`src/rtl/core/nge_pkg.sv`:
```
// ----------------------------------------------------------------------------
// nge_pkg
// Shared types and constants of the n-body gravity Euler step block.
// ----------------------------------------------------------------------------
package nge_pkg;

   localparam int MAX_PARTICLES = 16;
   localparam int IDX_W         = $clog2(MAX_PARTICLES);
   localparam int CNT_W         = $clog2(MAX_PARTICLES + 1);

   localparam int CSR_IDX_W = 2;
   localparam logic [CSR_IDX_W-1:0] CSR_GRAV_CONST   = 2'd0;
   localparam logic [CSR_IDX_W-1:0] CSR_SPEED_SCALE  = 2'd1;
   localparam logic [CSR_IDX_W-1:0] CSR_ACTIVE_COUNT = 2'd2;

   localparam logic CMD_LOAD = 1'b0;
   localparam logic CMD_STEP = 1'b1;

   // Long division: 64-bit numerator shifted left by 23
   localparam int DIV_NUM_W = 87;
   localparam int DIV_CNT_W = $clog2(DIV_NUM_W);

   typedef struct packed {
      logic               cmd;
      logic [3:0]         slot;
      logic signed [31:0] load_px;
      logic signed [31:0] load_py;
      logic signed [31:0] load_vx;
      logic signed [31:0] load_vy;
      logic [31:0]        load_mass;
      logic [31:0]        dt;
   } req_type;

   typedef struct packed {
      logic [3:0]         out_slot;
      logic signed [31:0] out_px;
      logic signed [31:0] out_py;
      logic signed [31:0] out_vx;
      logic signed [31:0] out_vy;
      logic               coincident;
      logic               last;
   } rsp_type;

   typedef struct packed {
      logic signed [31:0] px;
      logic signed [31:0] py;
      logic signed [31:0] vx;
      logic signed [31:0] vy;
      logic [31:0]        mass;
   } particle_type;

   typedef struct packed {
      logic signed [31:0] ax;
      logic signed [31:0] ay;
      logic               hit;
   } accel_type;

   typedef struct packed {
      logic        start;
      logic [63:0] radicand;
   } sqrt_req_type;

   typedef struct packed {
      logic        done;
      logic [31:0] root;
   } sqrt_rsp_type;

   typedef struct packed {
      logic                 start;
      logic [DIV_NUM_W-1:0] numer;
      logic [63:0]          denom;
   } div_req_type;

   typedef struct packed {
      logic        done;
      logic        ovf;
      logic [31:0] quo;
   } div_rsp_type;

endpackage

```
`src/rtl/core/nge_div.sv`:
```
// ----------------------------------------------------------------------------
// nge_div
// Restoring long division, one quotient bit per cycle, with overflow flag.
// ----------------------------------------------------------------------------
module nge_div
   import nge_pkg::*;
(
   input  logic        clock,
   input  logic        reset,
   input  div_req_type req,
   output div_rsp_type rsp
);

   logic [DIV_NUM_W-1:0] num_ff, num_in;
   logic [63:0]          den_ff, den_in;
   logic [63:0]          rem_ff, rem_in;
   logic [31:0]          quo_ff, quo_in;
   logic                 ovf_ff, ovf_in;
   logic [DIV_CNT_W-1:0] k_ff, k_in;
   logic                 busy_ff, busy_in;
   logic                 done_ff, done_in;
   logic [64:0]          sh;
   logic                 ge;

   always_comb begin
      sh      = {rem_ff, num_ff[DIV_NUM_W-1]};
      ge      = (sh >= {1'b0, den_ff});
      num_in  = num_ff;
      den_in  = den_ff;
      rem_in  = rem_ff;
      quo_in  = quo_ff;
      ovf_in  = ovf_ff;
      k_in    = k_ff;
      busy_in = busy_ff;
      done_in = 1'b0;
      if (req.start) begin
         num_in  = req.numer;
         den_in  = req.denom;
         rem_in  = '0;
         quo_in  = '0;
         ovf_in  = 1'b0;
         k_in    = DIV_CNT_W'(DIV_NUM_W - 1);
         busy_in = 1'b1;
      end else if (busy_ff) begin
         rem_in = ge ? 64'(sh - {1'b0, den_ff}) : sh[63:0];
         num_in = num_ff << 1;
         quo_in = {quo_ff[30:0], ge};
         // a quotient bit at weight 2^32 or above sets the overflow flag
         if (ge && (int'(k_ff) >= 32)) begin
            ovf_in = 1'b1;
         end
         k_in = k_ff - DIV_CNT_W'(1);
         if (k_ff == '0) begin
            busy_in = 1'b0;
            done_in = 1'b1;
         end
      end
   end

   always_ff @(posedge clock) begin
      num_ff <= num_in;
      den_ff <= den_in;
      rem_ff <= rem_in;
      quo_ff <= quo_in;
      ovf_ff <= ovf_in;
      k_ff   <= k_in;
      if (reset) begin
         busy_ff <= 1'b0;
         done_ff <= 1'b0;
      end else begin
         busy_ff <= busy_in;
         done_ff <= done_in;
      end
   end

   assign rsp.done = done_ff;
   assign rsp.ovf  = ovf_ff;
   assign rsp.quo  = quo_ff;

endmodule

```
`config.mk`:
```
export PLATFORM = sky130hd
export DESIGN_NAME = nge_div
export DESIGN_NICKNAME = d
export VERILOG_FILES = /design/src/rtl/core/nge_pkg.sv /design/src/rtl/core/nge_div.sv
export SDC_FILE = /design/constraint.sdc
export NUM_CORES = 1
export LEC_CHECK = 0
export BUFFER_PORTS_ARGS = -buffer_cell sky130_fd_sc_hd__clkbuf_2
export CORE_ASPECT_RATIO = 1.2
export CORE_UTILIZATION = 45
export CTS_CLUSTER_SIZE = 16
export DETAILED_ROUTE_END_ITERATION = 8
export PLACE_DENSITY_LB_ADDON = 0.25
export SYNTH_ARGS = -nofsm -noshare
export SYNTH_HDL_FRONTEND = slang
export SYNTH_SLANG_ARGS = --single-unit
```
`constraint.sdc`:
```
create_clock -name clock -period 3.8 [get_ports clock]
set_clock_uncertainty 0.1 [all_clocks]
set_input_delay 0.57 -clock clock [delete_from_list [all_inputs] [get_ports clock]]
set_output_delay 0.57 -clock clock [all_outputs]
set_load 0.01 [all_outputs]
```
==> results.ini <==
[outcome]
status=completed

[sta]
fin_ws_ns=0.2505
final.period_utilization=0.9341
finalHoldViolCount=0
hold_slack_ns=0.1000
fmax_mhz=281.7
period_minus_slack_ns=3.549
tightest_slew_ns=0.6521
slew_viol_final=0
maxSlewHeadroom=0.5652
grt_setup_unrepaired=true
setup_viol=0

[synth]
synth_largest_area_cell=edfxtp_1
synthCells=1331
synthArstFlopShare=0
synth-seq-cells=257
synth-edff-count=151
yosysMostFrequentCell=edfxtp_1
synth_cell_type_count=74
synth-seq-area-share=0.4813
synth_top_cell_area_share=0.3279
ys_warn_count=0
synthFlopType=edfxtp_1
synth_fp_nets=1552
synthTopCellsByCount=151 x edfxtp_1, 121 x nor2_1, 106 x dfxtp_1
synth_area_mm2=0.01383
avgSynthCellArea_um2=10.39
ys_top_cells_by_area=edfxtp_1 33%, dfxtp_1 15%, mux2_2 7.0%

[placed_design]
place_congestion=0.9149
post-place-ws_ns=0.09906
dp_hpwl_um=22350
placed_cell_area_mm2=0.01508
io_buffers=187

[worst_setup_path]
crit_path_start_kind=register
critPathMaxFanout=3
crit_path_frequent_cell=o211ai_1
crit_required_ns=4.17
cp_cell_sequence=inv_1 -> ha_1 -> fa_1 -> and2b_1 -> o211ai_1 -> a21boi_2 -> o211ai_1 -> a311oi_1 -> nor3_2 -> o221ai_1 -> a41o_1 -> a311oi_2 -> xor2_1 -> o22ai_1
critPathMaxStageDelay_ns=0.43
slowest_stage=a311oi_1
critical_path_class=register to register
r2r_cells=14
reg2reg_setup_slack_ns=0.25
endpoint_kind=register
worst-endpoint-arrival_ns=3.92

[global_route]
grt.overflow.total=0
grt_pass1_wl_um=50370
grt_usage=0.1950
antenna_found_initial=1
grt_pass1_vias=10340
grt_start_max_net_pins=102

[clock_network]
clkTransAtPathRegs_ns=0.06
cts.hold.buffers_added=0
cts_tree=yes
cts_root_buf=clkbuf_16
insertion_delay_ns=0.54
cts_sinks=257
cts_made_buffers=28
cts_buffer_depth=3
cts_max_level=1

[floorplan]
die_w_um=162.0
ios=188
rows=69
design.core.area_mm2=0.02996
dieArea_mm2=0.03144
fp.dieH_um=194.0
start_util=0.4616

[power_and_ir_drop]
vdd_ir_drop_max_mv=0.3825
powerDensity_mw_per_mm2=443.4
leakage_nw=6.739

[finish]
final_net_count=1715
n_antenna_cell=0
area_growth_pct=15.48
stdcell_area_mm2=0.01597
drive_above_1_share=0.2337

[drt]
wl_per_cell_um=16.14
vias=10250
drt_first_pass_iters=5
vias_per_cell=5.380
routed_wl_um=30750
ant_nets=0
route.detailed.drc=0
first_iter_violations=683

[run]
maxCapViolations=0

[hold_path]
hp-class=input pin to register
min_path_cells=1

-- metal layers --
metal,vias up,track usage,wire (um)
met3,60,0.04385,1748
li1,5163,-,-
met4,2,0.06534,822
met1,4793,0.2284,12850
met5,-,0,13
met2,231,0.3476,15320
-- per-stage QoR --
| stage | setup TNS [ns] | power [mW] | utilization | instances |
|---|---|---|---|---|
| after floorplan | 0 | 4.200 | - | 1331 |
| after global placement | 0 | 4.520 | 0.5035 | 1854 |
| after detailed placement | 0 | 4.536 | 0.5035 | 1854 |
| after CTS | 0 | 7.174 | 0.5326 | 1905 |
| after global routing | -0.01556 | 7.439 | 0.5331 | 1905 |
| final | 0 | 7.081 | 0.5331 | 1905 |
-- timing repair --
| action | in CTS | in global routing |
|---|---|---|
| setup buffers | 0 | 0 |
| endpoints found under the setup margin | 0 | 9 |
| resized for setup | 0 | 5 |
-- worst max-delay path, delay by kind of cell, from the launching register on --
kind	cells	cell delay, ns
AO/OA/AOI/OAI	8	1.84
adder cells (fa/ha/maj)	2	0.59
AND/OR/NAND/NOR	2	0.38
flip-flops	1	0.34
XOR/XNOR	1	0.17
buffers and inverters	1	0.04
-- report_power, final --
group / total (mW) / internal, mW / switching [mW]
Sequential: 3.28 / 3.18 / 0.0942
Combinational: 1.21 / 0.527 / 0.684
Clock: 2.59 / 1.53 / 1.06
Total: 7.08 / 5.24 / 1.84
-- cells by family after synthesis --
kind of cell    Yosys count  synth area share
compound gates          334            0.1600
xor+xnor                 67           0.04243
fa+ha+maj                67           0.06116
buf+inv                 159           0.05130
flops                   257            0.4813
mux                     120           0.09464
simple gates            327            0.1091
-- final timing paths --
path	from	end
worst min-delay path	req[5]	den_ff[5]
worst max-delay path	num_ff[86]	rem_ff[58]
worst min register to register	ovf_ff	ovf_ff
worst max register to register	num_ff[86]	rem_ff[58]
-- registers in the layout, summed over array words and instances, names as in the netlist --
register / flops
busy_ff: 1
done_ff: 1
k_ff: 7
ovf_ff: 1
den_ff: 64
num_ff: 87
rem_ff: 64
quo_ff: 32
-- area by class of cell --
cell class / instances / area [um2]
Clock buffer: 47 / 823.3
Clock inverter: 4 / 47.55
Fill cell: 2749 / 13990
Inverter: 83 / 312.8
Multi-Input combinational cell: 915 / 6479
Sequential cell: 257 / 6660
Tap cell: 390 / 488.0
Timing Repair Buffer: 209 / 1160
-- cell usage in the layout (no fill, tap or decap), types with 33 or more instances in the layout --
cell type and instances:
clkbuf_2 186, a21oi_1 86, nor2_1 121, dfxtp_1 105
o21ai_0 33, ha_1 66, mux2i_1 34, inv_1 82
mux2_2 86, o211ai_1 38, o21ai_1 48, edfxtp_1 151
nand2_1 102, xnor2_1 37
No activity file was read; power rests on OpenSTA's default activity.
