## src/rtl/core/nge_pkg.sv

```systemverilog
// ----------------------------------------------------------------------------
// nge_pkg
// Shared types and constants of the n-body gravity Euler step block.
// ----------------------------------------------------------------------------
package nge_pkg;

   localparam int MAX_PARTICLES = 16;
   localparam int IDX_W         = $clog2(MAX_PARTICLES);
   localparam int CNT_W         = $clog2(MAX_PARTICLES + 1);

   localparam int CSR_IDX_W = 2;
   localparam logic [CSR_IDX_W-1:0] CSR_GRAV_CONST   = 2'd0;
   localparam logic [CSR_IDX_W-1:0] CSR_SPEED_SCALE  = 2'd1;
   localparam logic [CSR_IDX_W-1:0] CSR_ACTIVE_COUNT = 2'd2;

   localparam logic CMD_LOAD = 1'b0;
   localparam logic CMD_STEP = 1'b1;

   // Long division: 64-bit numerator shifted left by 23
   localparam int DIV_NUM_W = 87;
   localparam int DIV_CNT_W = $clog2(DIV_NUM_W);

   typedef struct packed {
      logic               cmd;
      logic [3:0]         slot;
      logic signed [31:0] load_px;
      logic signed [31:0] load_py;
      logic signed [31:0] load_vx;
      logic signed [31:0] load_vy;
      logic [31:0]        load_mass;
      logic [31:0]        dt;
   } req_type;

   typedef struct packed {
      logic [3:0]         out_slot;
      logic signed [31:0] out_px;
      logic signed [31:0] out_py;
      logic signed [31:0] out_vx;
      logic signed [31:0] out_vy;
      logic               coincident;
      logic               last;
   } rsp_type;

   typedef struct packed {
      logic signed [31:0] px;
      logic signed [31:0] py;
      logic signed [31:0] vx;
      logic signed [31:0] vy;
      logic [31:0]        mass;
   } particle_type;

   typedef struct packed {
      logic signed [31:0] ax;
      logic signed [31:0] ay;
      logic               hit;
   } accel_type;

   typedef struct packed {
      logic        start;
      logic [63:0] radicand;
   } sqrt_req_type;

   typedef struct packed {
      logic        done;
      logic [31:0] root;
   } sqrt_rsp_type;

   typedef struct packed {
      logic                 start;
      logic [DIV_NUM_W-1:0] numer;
      logic [63:0]          denom;
   } div_req_type;

   typedef struct packed {
      logic        done;
      logic        ovf;
      logic [31:0] quo;
   } div_rsp_type;

endpackage

```

## src/rtl/core/nge_isqrt.sv

```systemverilog
// ----------------------------------------------------------------------------
// nge_isqrt
// Integer square root of a 64-bit value, two radicand bits per cycle.
// ----------------------------------------------------------------------------
module nge_isqrt
   import nge_pkg::*;
(
   input  logic         clock,
   input  logic         reset,
   input  sqrt_req_type req,
   output sqrt_rsp_type rsp
);

   logic [63:0] rem_ff, rem_in;
   logic [63:0] res_ff, res_in;
   logic [4:0]  cnt_ff, cnt_in;
   logic        busy_ff, busy_in;
   logic        done_ff, done_in;
   logic [63:0] bit_w;
   logic [63:0] trial;

   always_comb begin
      bit_w   = 64'(1) << {cnt_ff, 1'b0};
      trial   = res_ff + bit_w;
      rem_in  = rem_ff;
      res_in  = res_ff;
      cnt_in  = cnt_ff;
      busy_in = busy_ff;
      done_in = 1'b0;
      if (req.start) begin
         rem_in  = req.radicand;
         res_in  = '0;
         cnt_in  = 5'd31;
         busy_in = 1'b1;
      end else if (busy_ff) begin
         if (rem_ff >= trial) begin
            rem_in = rem_ff - trial;
            res_in = (res_ff >> 1) + bit_w;
         end else begin
            res_in = res_ff >> 1;
         end
         cnt_in = cnt_ff - 5'd1;
         if (cnt_ff == 5'd0) begin
            busy_in = 1'b0;
            done_in = 1'b1;
         end
      end
   end

   always_ff @(posedge clock) begin
      rem_ff <= rem_in;
      res_ff <= res_in;
      cnt_ff <= cnt_in;
      if (reset) begin
         busy_ff <= 1'b0;
         done_ff <= 1'b0;
      end else begin
         busy_ff <= busy_in;
         done_ff <= done_in;
      end
   end

   assign rsp.done = done_ff;
   assign rsp.root = res_ff[31:0];

endmodule

```

## config.mk

```make
export PLATFORM = sky130hd
export DESIGN_NAME = nge_isqrt
export DESIGN_NICKNAME = d
export VERILOG_FILES = /design/src/rtl/core/nge_pkg.sv /design/src/rtl/core/nge_isqrt.sv
export SDC_FILE = /design/constraint.sdc
export NUM_CORES = 1
export LEC_CHECK = 0
export BUFFER_PORTS_ARGS = -buffer_cell sky130_fd_sc_hd__buf_2
export CAP_MARGIN = 20
export CELL_PAD_IN_SITES_DETAIL_PLACEMENT = 0
export CELL_PAD_IN_SITES_GLOBAL_PLACEMENT = 2
export CORE_MARGIN = 8
export CORE_UTILIZATION = 36
export CTS_CLUSTER_SIZE = 24
export DETAILED_ROUTE_END_ITERATION = 6
export GPL_ROUTABILITY_DRIVEN = 0
export PLACE_DENSITY_LB_ADDON = 0.1
export SETUP_SLACK_MARGIN = 0.3
export SYNTH_ARGS = -nofsm -noshare
export SYNTH_HDL_FRONTEND = slang
export SYNTH_SLANG_ARGS = --single-unit
```

## constraint.sdc

```tcl
create_clock -name clock -period 16.8 [get_ports clock]
set_input_delay 1.68 -clock clock [delete_from_list [all_inputs] [get_ports clock]]
set_output_delay 1.68 -clock clock [all_outputs]
set_load 0.01 [all_outputs]
```

==> impl_metrics.yaml, run 1 <==
cts:
  clk_path_buf_depth: 2
  htree_levels: 4
  postCtsSetupBuffers: 0
  root_buffer: "clkbuf_16"
  cts.repair.resized: 0
  numCtsBuffers: 17
  cts.sinks: 135
  insertion_delay_ns: 0.46
  hold_buffers: 0
  tritoncts: "built"
  clkTransAtPathRegs_ns: 0.07
status:
  outcome: "complete, no violations"
power_and_ir_drop:
  p_per_area_mw_per_mm2: 164
  p_sw_mw: 1.29
  leakagePower_nw: 5.95
  combPwrFrac: 0.615
  pwr-share-seq: 0.227
  p_int_mw: 1.31
  vdd_drop_max_uv: 77.0
  swShare: 0.495
  power.share.clock: 0.158
  total_power_mw: 2.60
detailed_routing:
  routed_wl_mm: 51.6
  vias_per_cell: 5.73
  first_pass_iters: 5
  num_vias: 14300
  topRoutingLayerUsed: "met4"
  first_iter_violations: 1266
  wl_met3_mm: 2.31
  postRouteAntennaNets: 0
  avgRoutedWirePerCell_um: 20.7
  drcViolationCount: 0
  wl_met2_mm: 21.9
  wl_met1_mm: 26.5
synth:
  synth_cells: 1949
  synth_edf_count: 64
  muxShareOfSynthArea: 0.00427
  synth-main-ff-cell: "dfxtp_1"
  yosys.area_share.simple: 0.211
  async_reset_ff_frac: 0
  ys_seq_elements: 135
  synth_area_leaders: "edfxtp_1 (13%), ha_1 (11%), dfxtp_1 (9.7%)"
  synth_compound_area_frac: 0.288
  ys_types: 84
  syn_area_mm2: 0.0147
  synth_top_family_by_area: "compound AO/OA/AOI/OAI gates"
  synth_top_area_cell: "edfxtp_1"
  synth_warnings: 0
  synthXorXnorAreaFrac: 0.0956
  synth_nets: 2150
  syn-mean-instance-area_um2: 7.52
  synthAdderAreaFrac: 0.117
  synth.top_cell.area_share: 0.131
  ys_seq_area_frac: 0.228
die:
  dieArea_mm2: 0.0474
  start_util: 0.362
  fp.coreArea_mm2: 0.0405
  die_w_um: 218
  dieHeight_um: 218
  num_rows: 74
  ioPinCount: 100
timing:
  period_share: 0.472
  worst_pin_slew_ns: 1.05
  rsz0062_at_grt: "false"
  setup_violations: 0
  fin_crit_ns: 7.93
  worst_slack_ns: 8.87
  fmax_ghz: 0.126
  max-slew-margin-rel: 0.291
  hold_viol_final: 0
  slew_viol_final: 0
  finalSetupTns_ns: 0
  clock-skew-final_ns: 0.0157
  holdWs_ns: 0.510
job:
  drv_cap: 0
cells_and_area:
  final_util: 0.392
  insertedDiodeCount: 0
  nNetsFinal: 2145
  fin_cells: 2489
  drive_gt1_frac: 0.0910
  final_cell_area_mm2: 0.0159
  area_delta_synth_final_pct: 8.38
setup_path:
  cp-start-kind: "flip-flop"
  worst_path_max_delay_cell: "buf_4"
  crit_path_frequent_cell: "ha_1"
  cp-end-kind: "flip-flop"
  crit_fanout: 69
  worstPathRequired_ns: 16.87
  arrival_ns: 8.00
  max_stage_delay_ns: 0.65
  crit_type: "flip-flop to flip-flop"
  path_delay_family: "compound AO/OA/AOI/OAI gates"
  cp_num_buf_inv: 4
grt:
  grt_pass1_vias: 13800
  antenna_found_initial: 0
  grt_use_total: 0.215
  grt_pass1_wl_mm: 80.7
  grt_overflow_total: 0
  grt_max_degree: 80
placed_design:
  dp_hpwl_mm: 40.3
  pre_cts_ws_ns: 8.89
  place_inst: 2457
  place_area_mm2: 0.0153
  numPortBuffers: 99
min_path:
  hold_path.class: "flip-flop to flip-flop"
[cells by family (layout without fill, tap and decap cells)]
kind of cell / after synthesis / after routing
fa+ha+maj: 137 / 137
compound gates: 651 / 651
simple gates: 683 / 683
mux: 6 / 6
buf+inv: 177 / 185
xor+xnor: 160 / 160
flops: 135 / 135
[synth_stat cells (all sizes together), types with 6 or more instances]
cell,n
and3,20
a211oi,44
a41oi,7
ha,133
or3,15
a311oi,23
a31o,10
buf,49
o31ai,21
a221oi,9
nand4,49
o21a,16
clkbuf,83
nor2,189
edfxtp,64
and4,6
a31oi,74
and2,15
xor2,81
inv,44
nand2b,16
o41ai,6
a21o,34
o21bai,28
a21oi,128
or2,11
xnor2,79
o31a,6
nand2,276
o211ai,13
nor3,31
nor4,9
dfxtp,71
o21ai,187
nand3,22
nor2b,15
[sequential cells by signal, summed over array words and instances (netlist names)]
register  count
busy_ff       1
rem_ff       64
res_ff       64
done_ff       1
cnt_ff        5
[metal layers]
metal	global-route usage	vias to the layer above
met2	0.318	363
met3	0.0312	44
met1	0.319	6686
met4	0.0575	0
li1	-	7178
met5	0	-
[tightest hold or removal path, stage by stage, from the launching register on]
cell     delay, ns
dfxtp_1       0.34
nand2_1       0.07
a21oi_1       0.05
[power groups by stage]
stage	Sequential (mW)	Clock (mW)	Combinational [mW]
floorplan	0.546	0	1.23
global placement	0.600	0	1.59
detailed placement	0.597	0	1.58
CTS	0.591	0.423	1.59
global route	0.605	0.433	1.78
finish	0.592	0.410	1.60
[worst paths after layout]
path,startpoint,endpoint,slack (ns),depth (start not counted)
max,cnt_ff[0]$_SDFFE_PP1P_,rem_ff[4]$_DFFE_PP_,8.87,27
min,res_ff[63]$_SDFFE_PP0P_,res_ff[63]$_SDFFE_PP0P_,0.51,2
max reg2reg,cnt_ff[0]$_SDFFE_PP1P_,rem_ff[4]$_DFFE_PP_,8.87,27
min reg2reg,res_ff[63]$_SDFFE_PP0P_,res_ff[63]$_SDFFE_PP0P_,0.51,2
[layout make-up]
type                            count  area, um2
Timing Repair Buffer              108        569
Clock buffer                       23        543
Sequential cell                   135       3350
Tap cell                          532        666
Clock inverter                      9       81.3
Multi-Input combinational cell   1637      10500
Fill cell                        4311      24600
Inverter                           45        169
[placed cells by master, fill, tap and decap left out, types with 31 or more instances in the layout]
master,count
a211oi_1,44
a21o_1,34
a21oi_1,128
a31oi_1,73
buf_2,98
dfxtp_1,70
edfxtp_1,64
ha_1,133
inv_1,44
nand2_1,276
nand4_1,49
nor2_1,189
nor3_1,31
o21ai_0,158
xnor2_1,79
xor2_1,81
Note: power is estimated with default switching activity, not from simulation.
==> run 2, diff against run 1 <==
==> constraint.sdc (replaced) <==
create_clock -name clock -period 7.8 [get_ports clock]
set_input_delay 0.78 -clock clock [delete_from_list [all_inputs] [get_ports clock]]
set_output_delay 0.78 -clock clock [all_outputs]
set_load 0.01 [all_outputs]
==> run 2 against run 1 <==
Worst hold slack worse by 0.051 ns. Clock-buffer cell count rose by 4. Sequential share of layout area is 0.063 points lower. Clock skew down 0.00069 ns. Worst setup slack worse by 8.1 ns. Sequential power rose by 110%. Power grew 120%. First-iteration DRC count decreased by 7.0%. Largest cell class unchanged.
==> impl_metrics.yaml, run 2 (synthesis results as in run 1) <==
cells_and_area:
  area_delta_synth_final_pct: 8.70
  fillers: 4290
  drive_gt1_frac: 0.0928
  insertedDiodeCount: 0
  nNetsFinal: 2149
  final_common_cell: "nand2_1"
  multi_input_area_mm2: 0.0105
  ff_latch_area_mm2: 0.00335
  top_regs: "rem_ff (64), res_ff (64), cnt_ff (5)"
  final_cell_mix: "nand2_1 (276), nor2_1 (189), o21ai_0 (158)"
setup_path:
  crit_fanout: 6
  cp-end-kind: "flip-flop"
  crit_start: "cnt_ff[0]$_SDFFE_PP1P_"
  rr_startpoint: "cnt_ff[0]$_SDFFE_PP1P_"
  arrival_ns: 7.38
  crit_type: "flip-flop to flip-flop"
  worstPathRequired_ns: 8.11
  cp-start-kind: "flip-flop"
detailed_routing:
  avgRoutedWirePerCell_um: 21.0
  routed_wl_mm: 52.3
  drcViolationCount: 0
  num_vias: 14400
  vias_per_cell: 5.79
  first_pass_iters: 5
  first_iter_violations: 1178
  postRouteAntennaNets: 0
placed_design:
  dp_hpwl_mm: 40.7
  numPortBuffers: 99
  pre_cts_ws_ns: 0.707
timing:
  slew_viol_final: 0
  fin_crit_ns: 7.07
  finalSetupTns_ns: 0
  fmax_ghz: 0.141
  period_share: 0.907
  rsz0062_at_grt: "true"
  hold_viol_final: 0
  clock-skew-final_ns: 0.0150
  max-slew-margin-rel: 0.275
  setup_violations: 0
  worst_slack_ns: 0.727
  worst_pin_slew_ns: 1.08
power_and_ir_drop:
  pwr-share-seq: 0.225
  combPwrFrac: 0.623
  p_sw_mw: 2.78
  p_per_area_mw_per_mm2: 354
  power.share.clock: 0.152
  p_int_mw: 2.86
  vdd_drop_max_uv: 264
  total_power_mw: 5.65
  leakagePower_nw: 5.96
  swShare: 0.493
cts:
  htree_levels: 4
  root_buffer: "clkbuf_16"
  insertion_delay_ns: 0.49
  clkTransAtPathRegs_ns: 0.06
  cts.sinks: 135
  tritoncts: "built"
  numCtsBuffers: 17
  clk_path_buf_depth: 2
grt:
  grt_use_total: 0.220
  grt_max_degree: 77
  grt_pass1_wl_mm: 81.4
  grt_pass1_vias: 13900
  grt_overflow_total: 0
  antenna_found_initial: 0
die:
  dieArea_mm2: 0.0474
  fp.coreArea_mm2: 0.0405
  dieHeight_um: 218
  num_rows: 74
  start_util: 0.362
  die_w_um: 218
  ioPinCount: 100
min_path:
  min_from: "reset"
  hold_path.class: "input pin to flip-flop"
job:
  drv_cap: 0
status:
  outcome: "complete, no violations"
-- run 2: cell count changes in the layout (fill, tap and decap cells not counted), sizes merged --
cell,before,now
inv,45,44
buf,108,112
clkinv,7,5
bufinv,1,0
clkbuf,23,27
-- run 2: per-layer routing --
metal | up-vias | share of wire | track usage | routed length (um)
met5 | - | 0 | 0 | 0
met2 | 393 | 0.43 | 0.326 | 22300
li1 | 7170 | - | - | -
met3 | 48 | 0.052 | 0.0459 | 2720
met4 | 0 | 0.016 | 0.0558 | 817
met1 | 6812 | 0.51 | 0.320 | 26400
-- run 2: path summary, 6_finish.rpt --
| kind | cells past startpoint | slack [ns] | endpoint |
|---|---|---|---|
| max | 27 | 0.73 | rem_ff[62]$_DFFE_PP_ |
| min | 2 | 0.46 | busy_ff$_SDFF_PP0_ |
| max reg2reg | 27 | 0.73 | rem_ff[62]$_DFFE_PP_ |
| min reg2reg | 2 | 0.52 | res_ff[0]$_SDFFE_PP0P_ |
-- run 2: stage by stage --
step	area, um2	hold slack [ns]	cells	utilization
2_1_floorplan	14700	0.478	1949	-
3_3_place_gp	15300	0.500	2460	0.378
3_5_place_dp	15300	0.515	2460	0.378
4_1_cts	15900	0.422	2492	0.393
5_1_grt	15900	0.438	2493	0.394
6_report	15900	0.459	2493	0.394
-- run 2: final cells by class --
type / count / area share
Clock inverter: 5 / 0.00173
Sequential cell: 135 / 0.210
Timing Repair Buffer: 112 / 0.0392
Multi-Input combinational cell: 1637 / 0.660
Clock buffer: 27 / 0.0363
Inverter: 45 / 0.0106
Tap cell: 532 / 0.0418
-- run 2: critical path: stages, from the launching register on --
cell and delay [ns]:
dfxtp_1 0.43, inv_1 0.11, ha_1 0.23, nand2b_1 0.15, or2_2 0.17, inv_1 0.09
ha_1 0.21, and2_1 0.17, maj3_1 0.41, a31oi_1 0.41, o41a_1 0.23, o21ai_1 0.19
a21oi_1 0.40, nor2_1 0.07, nor2_1 0.16, o21ai_1 0.10, xnor2_1 0.16, ha_1 0.40
nand4_1 0.28, nor4_1 0.39, nand4_1 0.14, a21oi_1 0.27, a211oi_1 0.16, o41ai_2 0.41
a21oi_1 0.24, a2111o_1 0.51, and3_1 0.19, o31ai_1 0.20
-- run 2: power groups by stage --
stage / Combinational [mW] / Clock [mW] / Sequential (mW)
after global placement: 3.46 / 0 / 1.28
after detailed placement: 3.45 / 0 / 1.28
final: 3.52 / 0.858 / 1.27
after CTS: 3.48 / 0.885 / 1.27
after floorplan: 2.64 / 0 / 1.17
after global routing: 3.91 / 0.912 / 1.30
-- run 2: what timing repair did --
item | CTS | global route
resized for setup | 0 | 4
endpoints found under the hold margin | 0 | 0
hold buffers | 0 | 0
setup endpoints to repair | 0 | 21
buffers inserted | 0 | 1
